==> config.mk <==
export PLATFORM = sky130hd
export DESIGN_NAME = screen_to_iso_tile_top
export DESIGN_NICKNAME = d
export VERILOG_FILES = /design/src/rtl/sit_pkg.sv /design/src/rtl/screen_to_iso_tile_top.sv
export SDC_FILE = /design/constraint.sdc
export NUM_CORES = 2
export LEC_CHECK = 0
export BUFFER_PORTS_ARGS = -buffer_cell sky130_fd_sc_hd__clkbuf_2
export CELL_PAD_IN_SITES_DETAIL_PLACEMENT = 1
export CELL_PAD_IN_SITES_GLOBAL_PLACEMENT = 2
export CORE_UTILIZATION = 30
export DETAILED_ROUTE_END_ITERATION = 10
export PLACE_DENSITY = 0.66
export RECOVER_POWER = 25
export SYNTH_ARGS = -nofsm -noshare
export SYNTH_HDL_FRONTEND = slang
export SYNTH_SLANG_ARGS = --single-unit
==> constraint.sdc <==
create_clock -name clk_i -period 11.6 [get_ports clk_i]
set_clock_uncertainty 0.2 [all_clocks]
set_input_delay 0.58 -clock clk_i [delete_from_list [all_inputs] [get_ports clk_i]]
set_output_delay 0.58 -clock clk_i [all_outputs]
set_load 0.02 [all_outputs]
==> src/rtl/sit_pkg.sv <==
// Shared constants, register codes and the divider step for the tile picking pipeline.
`default_nettype none

package sit_pkg;

  localparam int BLK_BITS     = 11;
  localparam int MAP_BITS     = 15;
  localparam int CFG_BITS     = 15;
  localparam int CFG_IDX_BITS = 2;

  typedef enum logic [CFG_IDX_BITS-1:0] {
    REG_BLOCK_WIDTH  = 2'd0,
    REG_BLOCK_HEIGHT = 2'd1,
    REG_MAP_ROWS     = 2'd2
  } cfg_reg_e;

  localparam logic [BLK_BITS-1:0] RST_BLOCK_WIDTH  = 11'd32;
  localparam logic [BLK_BITS-1:0] RST_BLOCK_HEIGHT = 11'd16;
  localparam logic [MAP_BITS-1:0] RST_MAP_ROWS     = 15'd112;

  typedef struct packed {
    logic [BLK_BITS-1:0] rem;
    logic                qbit;
  } dstep_t;

  // One restoring division step: bring in the next dividend bit, subtract if it fits.
  function automatic dstep_t div_step(input logic [BLK_BITS-1:0] rem,
                                      input logic                din,
                                      input logic [BLK_BITS-1:0] dvs);
    logic [BLK_BITS:0] t;
    dstep_t            s;
    t = {rem, din};
    if (t >= {1'b0, dvs}) begin
      s.rem  = BLK_BITS'(t - {1'b0, dvs});
      s.qbit = 1'b1;
    end else begin
      s.rem  = t[BLK_BITS-1:0];
      s.qbit = 1'b0;
    end
    return s;
  endfunction

endpackage

`default_nettype wire

==> src/rtl/screen_to_iso_tile_top.sv <==
// Isometric tile picking: screen pixel in, tile coordinates out, fully pipelined.
//
// Usage: present pixel_x_i/pixel_y_i with pixel_valid_i; the pixel transfers when
// pixel_ready_o is also high. One tile result per pixel appears on tile_x_o/tile_y_o
// with tile_valid_o and transfers when tile_ready_i is high. Results keep input order.
// Throughput is one pixel per cycle while tile_ready_i is high. The two signed
// dividers (column and row) resolve two quotient bits per stage; the remaining stages
// form the dividend, restore signs, apply the quadrant step and build the line origins.
// Each stage holds its own valid bit and only stalls when the stage after it is full,
// so a stalled receiver fills bubbles first and pixel_ready_o stays high while any
// stage is empty. Nothing is dropped or repeated under back-pressure.
// Reset empties the pipeline and loads block_width 32, block_height 16, map_rows 112.
// Write configuration through cfg_we_i/cfg_addr_i/cfg_wdata_i only while the pipeline
// is empty; writes to an unknown index are ignored. A block size of zero acts as one.
`default_nettype none

module screen_to_iso_tile_top
  import sit_pkg::*;
#(
  parameter int PIXEL_BITS = 16,
  parameter int COORD_BITS = 16,
  parameter int ORIGIN_ROW = 15
) (
  input  logic                         clk_i,
  input  logic                         rst_ni,
  input  logic                         cfg_we_i,
  input  logic [CFG_IDX_BITS-1:0]      cfg_addr_i,
  input  logic [CFG_BITS-1:0]          cfg_wdata_i,
  input  logic                         pixel_valid_i,
  output logic                         pixel_ready_o,
  input  logic signed [PIXEL_BITS-1:0] pixel_x_i,
  input  logic signed [PIXEL_BITS-1:0] pixel_y_i,
  output logic                         tile_valid_o,
  input  logic                         tile_ready_i,
  output logic signed [COORD_BITS-1:0] tile_x_o,
  output logic signed [COORD_BITS-1:0] tile_y_o
);

  localparam int DW    = ((PIXEL_BITS > BLK_BITS) ? PIXEL_BITS : BLK_BITS) + 1;
  localparam int NDS   = (DW + 1) / 2;
  localparam int DWP   = NDS * 2;
  localparam int GW    = DW + 1;
  localparam int RS    = BLK_BITS + 1;
  localparam int CW    = BLK_BITS + 12;
  localparam int WB    = (GW > COORD_BITS) ? GW : COORD_BITS;
  localparam int WW    = ((WB > MAP_BITS + 1) ? WB : MAP_BITS + 1) + 3;

  localparam int S_SUM = 0;
  localparam int S_MAG = 1;
  localparam int S_DIV = 2;
  localparam int S_SGN = NDS + 2;
  localparam int S_ADJ = NDS + 3;
  localparam int S_SUB = NDS + 4;
  localparam int S_OUT = NDS + 5;
  localparam int NST   = NDS + 6;

  localparam logic signed [CW-1:0] OY_C = CW'(ORIGIN_ROW);
  localparam logic signed [WW-1:0] OY_W = WW'(ORIGIN_ROW);

  // Configuration registers
  logic [BLK_BITS-1:0] block_width_q, block_height_q;
  logic [MAP_BITS-1:0] map_rows_q;

  always_ff @(posedge clk_i or negedge rst_ni) begin
    if (!rst_ni) begin
      block_width_q  <= RST_BLOCK_WIDTH;
      block_height_q <= RST_BLOCK_HEIGHT;
      map_rows_q     <= RST_MAP_ROWS;
    end else if (cfg_we_i) begin
      unique case (cfg_addr_i)
        REG_BLOCK_WIDTH:  block_width_q  <= cfg_wdata_i[BLK_BITS-1:0];
        REG_BLOCK_HEIGHT: block_height_q <= cfg_wdata_i[BLK_BITS-1:0];
        REG_MAP_ROWS:     map_rows_q     <= cfg_wdata_i[MAP_BITS-1:0];
        default: ;
      endcase
    end
  end

  logic [BLK_BITS-1:0] bw_eff, bh_eff;
  logic [BLK_BITS-2:0] hw, hh;

  always_comb begin
    bw_eff = (block_width_q == '0) ? BLK_BITS'(1) : block_width_q;
    bh_eff = (block_height_q == '0) ? BLK_BITS'(1) : block_height_q;
    hw     = bw_eff[BLK_BITS-1:1];
    hh     = bh_eff[BLK_BITS-1:1];
  end

  // Stage valid bits and advance chain
  logic [NST-1:0] valid_q;
  logic [NST-1:0] adv;

  always_comb begin
    adv[NST-1] = !valid_q[NST-1] || tile_ready_i;
    for (int s = NST - 2; s >= 0; s--) begin
      adv[s] = !valid_q[s] || adv[s+1];
    end
  end

  always_ff @(posedge clk_i or negedge rst_ni) begin
    if (!rst_ni) begin
      valid_q <= '0;
    end else begin
      if (adv[0]) begin
        valid_q[0] <= pixel_valid_i;
      end
      for (int s = 1; s < NST; s++) begin
        if (adv[s]) begin
          valid_q[s] <= valid_q[s-1];
        end
      end
    end
  end

  assign pixel_ready_o = adv[S_SUM];

  // Offset by half a block
  logic signed [DW-1:0] nx_d, ny_d, nx_q, ny_q;

  always_comb begin
    nx_d = DW'(pixel_x_i) + $signed(DW'(hw));
    ny_d = DW'(pixel_y_i) + $signed(DW'(hh));
  end

  always_ff @(posedge clk_i) begin
    if (adv[S_SUM]) begin
      nx_q <= nx_d;
      ny_q <= ny_d;
    end
  end

  // Split into sign and magnitude
  logic [DW-1:0]  magx_d, magy_d;
  logic [DWP-1:0] magx_q, magy_q;
  logic           sgnx_q, sgny_q;

  always_comb begin
    magx_d = nx_q[DW-1] ? DW'(-nx_q) : DW'(nx_q);
    magy_d = ny_q[DW-1] ? DW'(-ny_q) : DW'(ny_q);
  end

  always_ff @(posedge clk_i) begin
    if (adv[S_MAG]) begin
      magx_q <= DWP'(magx_d);
      magy_q <= DWP'(magy_d);
      sgnx_q <= nx_q[DW-1];
      sgny_q <= ny_q[DW-1];
    end
  end

  // Divider stages: two quotient bits each; quotient bits shift in as dividend bits leave
  logic [BLK_BITS-1:0] rx_q [NDS];
  logic [BLK_BITS-1:0] ry_q [NDS];
  logic [DWP-1:0]      ax_q [NDS];
  logic [DWP-1:0]      ay_q [NDS];
  logic                sx_q [NDS];
  logic                sy_q [NDS];

  for (genvar j = 0; j < NDS; j++) begin : g_div
    logic [BLK_BITS-1:0] rx_in, ry_in, rx_d, ry_d;
    logic [DWP-1:0]      ax_in, ay_in, ax_d, ay_d;
    logic                sx_in, sy_in;

    if (j == 0) begin : g_first
      assign rx_in = '0;
      assign ry_in = '0;
      assign ax_in = magx_q;
      assign ay_in = magy_q;
      assign sx_in = sgnx_q;
      assign sy_in = sgny_q;
    end else begin : g_next
      assign rx_in = rx_q[j-1];
      assign ry_in = ry_q[j-1];
      assign ax_in = ax_q[j-1];
      assign ay_in = ay_q[j-1];
      assign sx_in = sx_q[j-1];
      assign sy_in = sy_q[j-1];
    end

    always_comb begin
      dstep_t stx;
      dstep_t sty;
      rx_d = rx_in;
      ry_d = ry_in;
      ax_d = ax_in;
      ay_d = ay_in;
      for (int b = 0; b < 2; b++) begin
        stx  = div_step(rx_d, ax_d[DWP-1], bw_eff);
        sty  = div_step(ry_d, ay_d[DWP-1], bh_eff);
        rx_d = stx.rem;
        ry_d = sty.rem;
        ax_d = {ax_d[DWP-2:0], stx.qbit};
        ay_d = {ay_d[DWP-2:0], sty.qbit};
      end
    end

    always_ff @(posedge clk_i) begin
      if (adv[S_DIV+j]) begin
        rx_q[j] <= rx_d;
        ry_q[j] <= ry_d;
        ax_q[j] <= ax_d;
        ay_q[j] <= ay_d;
        sx_q[j] <= sx_in;
        sy_q[j] <= sy_in;
      end
    end
  end

  // Restore signs: quotient and remainder both truncate toward zero
  logic signed [GW-1:0] qx_u, qy_u, qx2_q, qy2_q;
  logic signed [RS-1:0] rx_u, ry_u, cx2_q, cy2_q;

  always_comb begin
    qx_u = $signed({1'b0, ax_q[NDS-1][DW-1:0]});
    qy_u = $signed({1'b0, ay_q[NDS-1][DW-1:0]});
    rx_u = $signed({1'b0, rx_q[NDS-1]});
    ry_u = $signed({1'b0, ry_q[NDS-1]});
  end

  always_ff @(posedge clk_i) begin
    if (adv[S_SGN]) begin
      qx2_q <= sx_q[NDS-1] ? -qx_u : qx_u;
      qy2_q <= sy_q[NDS-1] ? -qy_u : qy_u;
      cx2_q <= sx_q[NDS-1] ? -rx_u : rx_u;
      cy2_q <= sy_q[NDS-1] ? -ry_u : ry_u;
    end
  end

  // Quadrant step inside a corner-centred cell
  logic signed [GW-1:0] gx_d, gy_d, gx3_q, gy3_q;
  logic signed [CW-1:0] cxe, cye;
  logic                 corner, left, upper;

  always_comb begin
    cxe    = CW'(cx2_q);
    cye    = CW'(cy2_q);
    corner = (!qx2_q[0] && !qy2_q[0]) ||
             (qx2_q[0] && qy2_q[0] && !qx2_q[GW-1] && !qy2_q[GW-1]);
    left   = cxe < ((OY_C - cye) <<< 1);
    upper  = (cye <<< 1) > cxe;
    gx_d   = qx2_q;
    gy_d   = qy2_q;
    if (corner) begin
      if (upper) begin
        if (left) begin
          gx_d = qx2_q - GW'(1);
        end else begin
          gy_d = qy2_q + GW'(1);
        end
      end else begin
        if (left) begin
          gy_d = qy2_q - GW'(1);
        end else begin
          gx_d = qx2_q + GW'(1);
        end
      end
    end
  end

  always_ff @(posedge clk_i) begin
    if (adv[S_ADJ]) begin
      gx3_q <= gx_d;
      gy3_q <= gy_d;
    end
  end

  // Offsets from the flat origin and the two diagonal sums
  logic signed [WW-1:0] a_d, b_d, a4_q, b4_q, t14_q, t24_q;

  always_comb begin
    a_d = WW'(gx3_q) - $signed(WW'(map_rows_q));
    b_d = WW'(gy3_q) - OY_W;
  end

  always_ff @(posedge clk_i) begin
    if (adv[S_SUB]) begin
      a4_q  <= a_d;
      b4_q  <= b_d;
      t14_q <= a_d - b_d;
      t24_q <= -a_d - b_d;
    end
  end

  // Halve toward zero and form the tile coordinates
  logic signed [WW-1:0]         t1r, t2r, h1, h2;
  logic signed [COORD_BITS-1:0] tile_x_q, tile_y_q;

  always_comb begin
    t1r = t14_q + $signed({{(WW-1){1'b0}}, t14_q[WW-1]});
    t2r = t24_q + $signed({{(WW-1){1'b0}}, t24_q[WW-1]});
    h1  = t1r >>> 1;
    h2  = t2r >>> 1;
  end

  always_ff @(posedge clk_i) begin
    if (adv[S_OUT]) begin
      tile_x_q <= COORD_BITS'(a4_q - h1);
      tile_y_q <= COORD_BITS'(b4_q + h2);
    end
  end

  assign tile_valid_o = valid_q[S_OUT];
  assign tile_x_o     = tile_x_q;
  assign tile_y_o     = tile_y_q;

  // An empty output stage must leave room for a new pixel
  a_ready_when_out_empty: assert property (@(posedge clk_i) disable iff (!rst_ni)
    !tile_valid_o |-> pixel_ready_o)
    else $error("pixel_ready_o low with an empty output stage");

  // A transferred pixel must occupy the first stage
  a_accept_fills_first: assert property (@(posedge clk_i) disable iff (!rst_ni)
    pixel_valid_i && pixel_ready_o |=> valid_q[S_SUM])
    else $error("accepted pixel not held in the first stage");

  // The quadrant step moves the column or the row, never both
  a_single_step: assert property (@(posedge clk_i) disable iff (!rst_ni)
    adv[S_ADJ] && valid_q[S_SGN] |=> (gx3_q == $past(qx2_q)) || (gy3_q == $past(qy2_q)))
    else $error("quadrant step moved both column and row");

endmodule

`default_nettype wire

==> results.toml <==
[detailed_routing]
wire_per_inst_um = 20.49
dr.pass1.iters = 5
wl_um = 160800
via_count = 39520
antenna_left = 0
drcViolationCount = 0
drtIter0Drc = 1930
via_per_inst = 5.036

[setup_path]
path_class = "reg2reg"
end_kind = "flop"
reg2reg_to = "rx_q[0][79]"
r2r_slack_ns = 4.54
worstSetupStartpointType = "flop"
crit_path_frequent_cell = "inv_1"
path_buf_inv = 5
path_cells = "inv_1 -> a21oi_1 -> inv_1 -> buf_4 -> ha_1 -> fa_1 -> nand2b_1 -> a21oi_1 -> o21ai_1 -> a211oi_1 -> or3_1 -> mux2_2 -> ha_1 -> inv_1 -> a21oi_1 -> o211ai_1 -> a31oi_1 -> a221oi_1 -> o221a_2 -> inv_1 -> mux2_2"
crit_path_top_delay_cell = "dfrtp_2"
slowest_delay_ns = 0.96
reg2reg_from = "block_width_q[1]"
cp.required_ns = 11.84
reg2regPathDepth = 21
crit_arrival_ns = 7.30
crit_family = "compound AO/OA/AOI/OAI gates"
crit_path_max_fanout = 18

[sta]
max_freq_mhz = 141.6
slew_headroom = -1.247
hold_viol = 0
tightest_slew_ns = 3.371
rsz0062_at_grt = "false"
finalCritPeriodShare = 0.6087
setup_viol = 0
period_needed_ns = 7.061
tns_ns = 0
slew_viol_final = 96

[grt]
grt_pass1_wl_um = 247500
first_global_vias = 41410
grt_start_max_net_pins = 69
antenna_found_initial = 5
grt_usage = 0.1713
grt.overflow.total = 0

[die]
rows = 157
core_um2 = 183100
die_w_um = 431.5
ioPinCount = 88
die-height_um = 431.5
die_area_um2 = 186200
initial_utilization = 0.3023

[placed_design]
dp_hpwl_um = 121500
gp_congestion = 0.8292
io_buffers = 87
place_area_um2 = 58800

[synth]
synth_top_area_cell = "edfxtp_1"
yosys.area_share.simple = 0.1350
synthAdderAreaFrac = 0.1364
synth_area_um2 = 55350
synth_compound_area_frac = 0.1327
yosysTopAreaCellShare = 0.4270
seq_area_frac_synth = 0.4506
synth_cell_types = 95
syn_inst = 5125
yosys-top-cells-count = "787 x edfxtp_1, 538 x ha_1, 328 x a21oi_1"
synth.area.mux_share = 0.04243
synthArstFlopShare = 0.06198
ys_ff_latch = 839
ys_top_cells_by_area = "edfxtp_1 43%, ha_1 12%, xnor2_1 5.1%, mux2_2 3.1%, a21oi_1 3.0%"
yosysMostFrequentCell = "edfxtp_1"
synth-edff-count = 787
synthFlopType = "edfxtp_1"
yosysWarnings = 0
synthXorXnorAreaFrac = 0.07073
synth_top_family_by_area = "adder cells"
syn_area_per_cell_um2 = 10.80

[min_path]
hold_depth = 2
hold_class = "in2reg"
min_to = "valid_q[0]"
holdCritStartpoint = "pixel_valid_i"

[cells_and_area]
final_area_um2 = 62630
layout-drive-gt1-share = 0.1082
regArea_um2 = 24940
areaGrowthSynthToFinish_pct = 13.16
layout.nets = 5923
n_fill_cell = 20350
multi_input_area_um2 = 28710

[clock_tree]
clk_root_buffer_cell = "clkbuf_16"
cts_buffer_depth = 3
htree_levels = 3
path_clk_slew_ns = 0.06
cts-buffers-inserted = 103
ctsResizeCount = 0
worst_skew_pair.late_latency_ns = 0.75
cts_tree = "yes"
cts.sinks = 839

[outcome]
violations = "max-capacitance violations, max-slew violations"
status = "finished, violations left"

[run]
cap_violations = 3
cell usage in the layout (no fill, tap or decap), types with 84 or more instances in the layout:
cell         n
a21oi_1    328
clkbuf_2    84
clkbuf_16  103
inv_1      320
nand3_1    118
edfxtp_1   787
nor2b_1     98
xnor2_1    320
ha_1       538
nor2_1     324
o21ai_0    219
nand2b_1   104
nor3_1     129
nand2_1    312
mux2_2     152
xor2_1     127
layout make-up:
type / count / share of cell area
clock inverters: 76 / 0.01646
diodes: 2 / 0.00007991
multi-input cells: 3854 / 0.4583
clock buffers: 120 / 0.04249
well taps: 2464 / 0.04922
repair buffers: 147 / 0.01454
inverters: 345 / 0.02068
flip-flops and latches: 839 / 0.3982
state kept, by name (all words and copies together) (netlist names), 17 cells and up:
name	count
ax_q	153
ay_q	153
rx_q	99
ry_q	99
gx3_q	18
gy3_q	18
qx2_q	18
qy2_q	18
t14_q	18
g_div.ax_in	17
g_div.ay_in	17
nx_q	17
ny_q	17
t24_q	17
worst reg2reg max path, cell delays in order (launching register included):
cell	delay [ns]
dfrtp_2	0.96
inv_1	0.15
a21oi_1	0.26
inv_1	0.28
buf_4	0.31
ha_1	0.24
fa_1	0.41
nand2b_1	0.18
a21oi_1	0.28
o21ai_1	0.14
a211oi_1	0.26
or3_1	0.45
mux2_2	0.41
ha_1	0.29
inv_1	0.10
a21oi_1	0.06
o211ai_1	0.25
a31oi_1	0.17
a221oi_1	0.44
o221a_2	0.52
inv_1	0.13
mux2_2	0.28
per-stage QoR:
stage	worst slack (ns)	util	hold WS (ns)	std cells
finish	4.539	0.3421	0.03171	7847
global route	3.910	0.3421	0.01608	7845
CTS	4.445	0.3422	0.004360	7845
detailed placement	4.506	0.3212	0.2052	7633
global placement	4.703	0.3212	0.2016	7633
floorplan	5.988	-	0.08441	5132
layer usage:
metal | wire length, um | global-route usage | vias to the layer above
met4 | 3320 | 0.04215 | 0
met1 | 74630 | 0.2240 | 19560
met5 | 0 | 0 | -
met2 | 78450 | 0.2999 | 434
met3 | 4376 | 0.01899 | 167
li1 | - | - | 19360
repair_timing:
item	in CTS	in global routing
hold endpoints to repair	23	0
hold buffers	16	0
setup buffers	0	0
kinds of logic after synthesis:
kind of cell	Yosys count
simple gates	1475
compound gates	1134
flops	839
fa+ha+maj	579
xor+xnor	447
buf+inv	439
mux	211
other cells	1
worst max path at each step:
stage | from | end | depth (start not counted)
finish | block_width_q[1] | rx_q[0][79] | 21
global route | block_width_q[1] | rx_q[0][79] | 21
CTS | block_width_q[1] | rx_q[0][79] | 21
detailed placement | block_width_q[1] | rx_q[0][79] | 21
global placement | block_width_q[1] | rx_q[0][79] | 21
floorplan | block_width_q[5] | rx_q[0][15] | 24
Power is left out: the tool's default activity adds up to more than one toggle a clock period on the data nets, which glitch-free logic cannot reach.
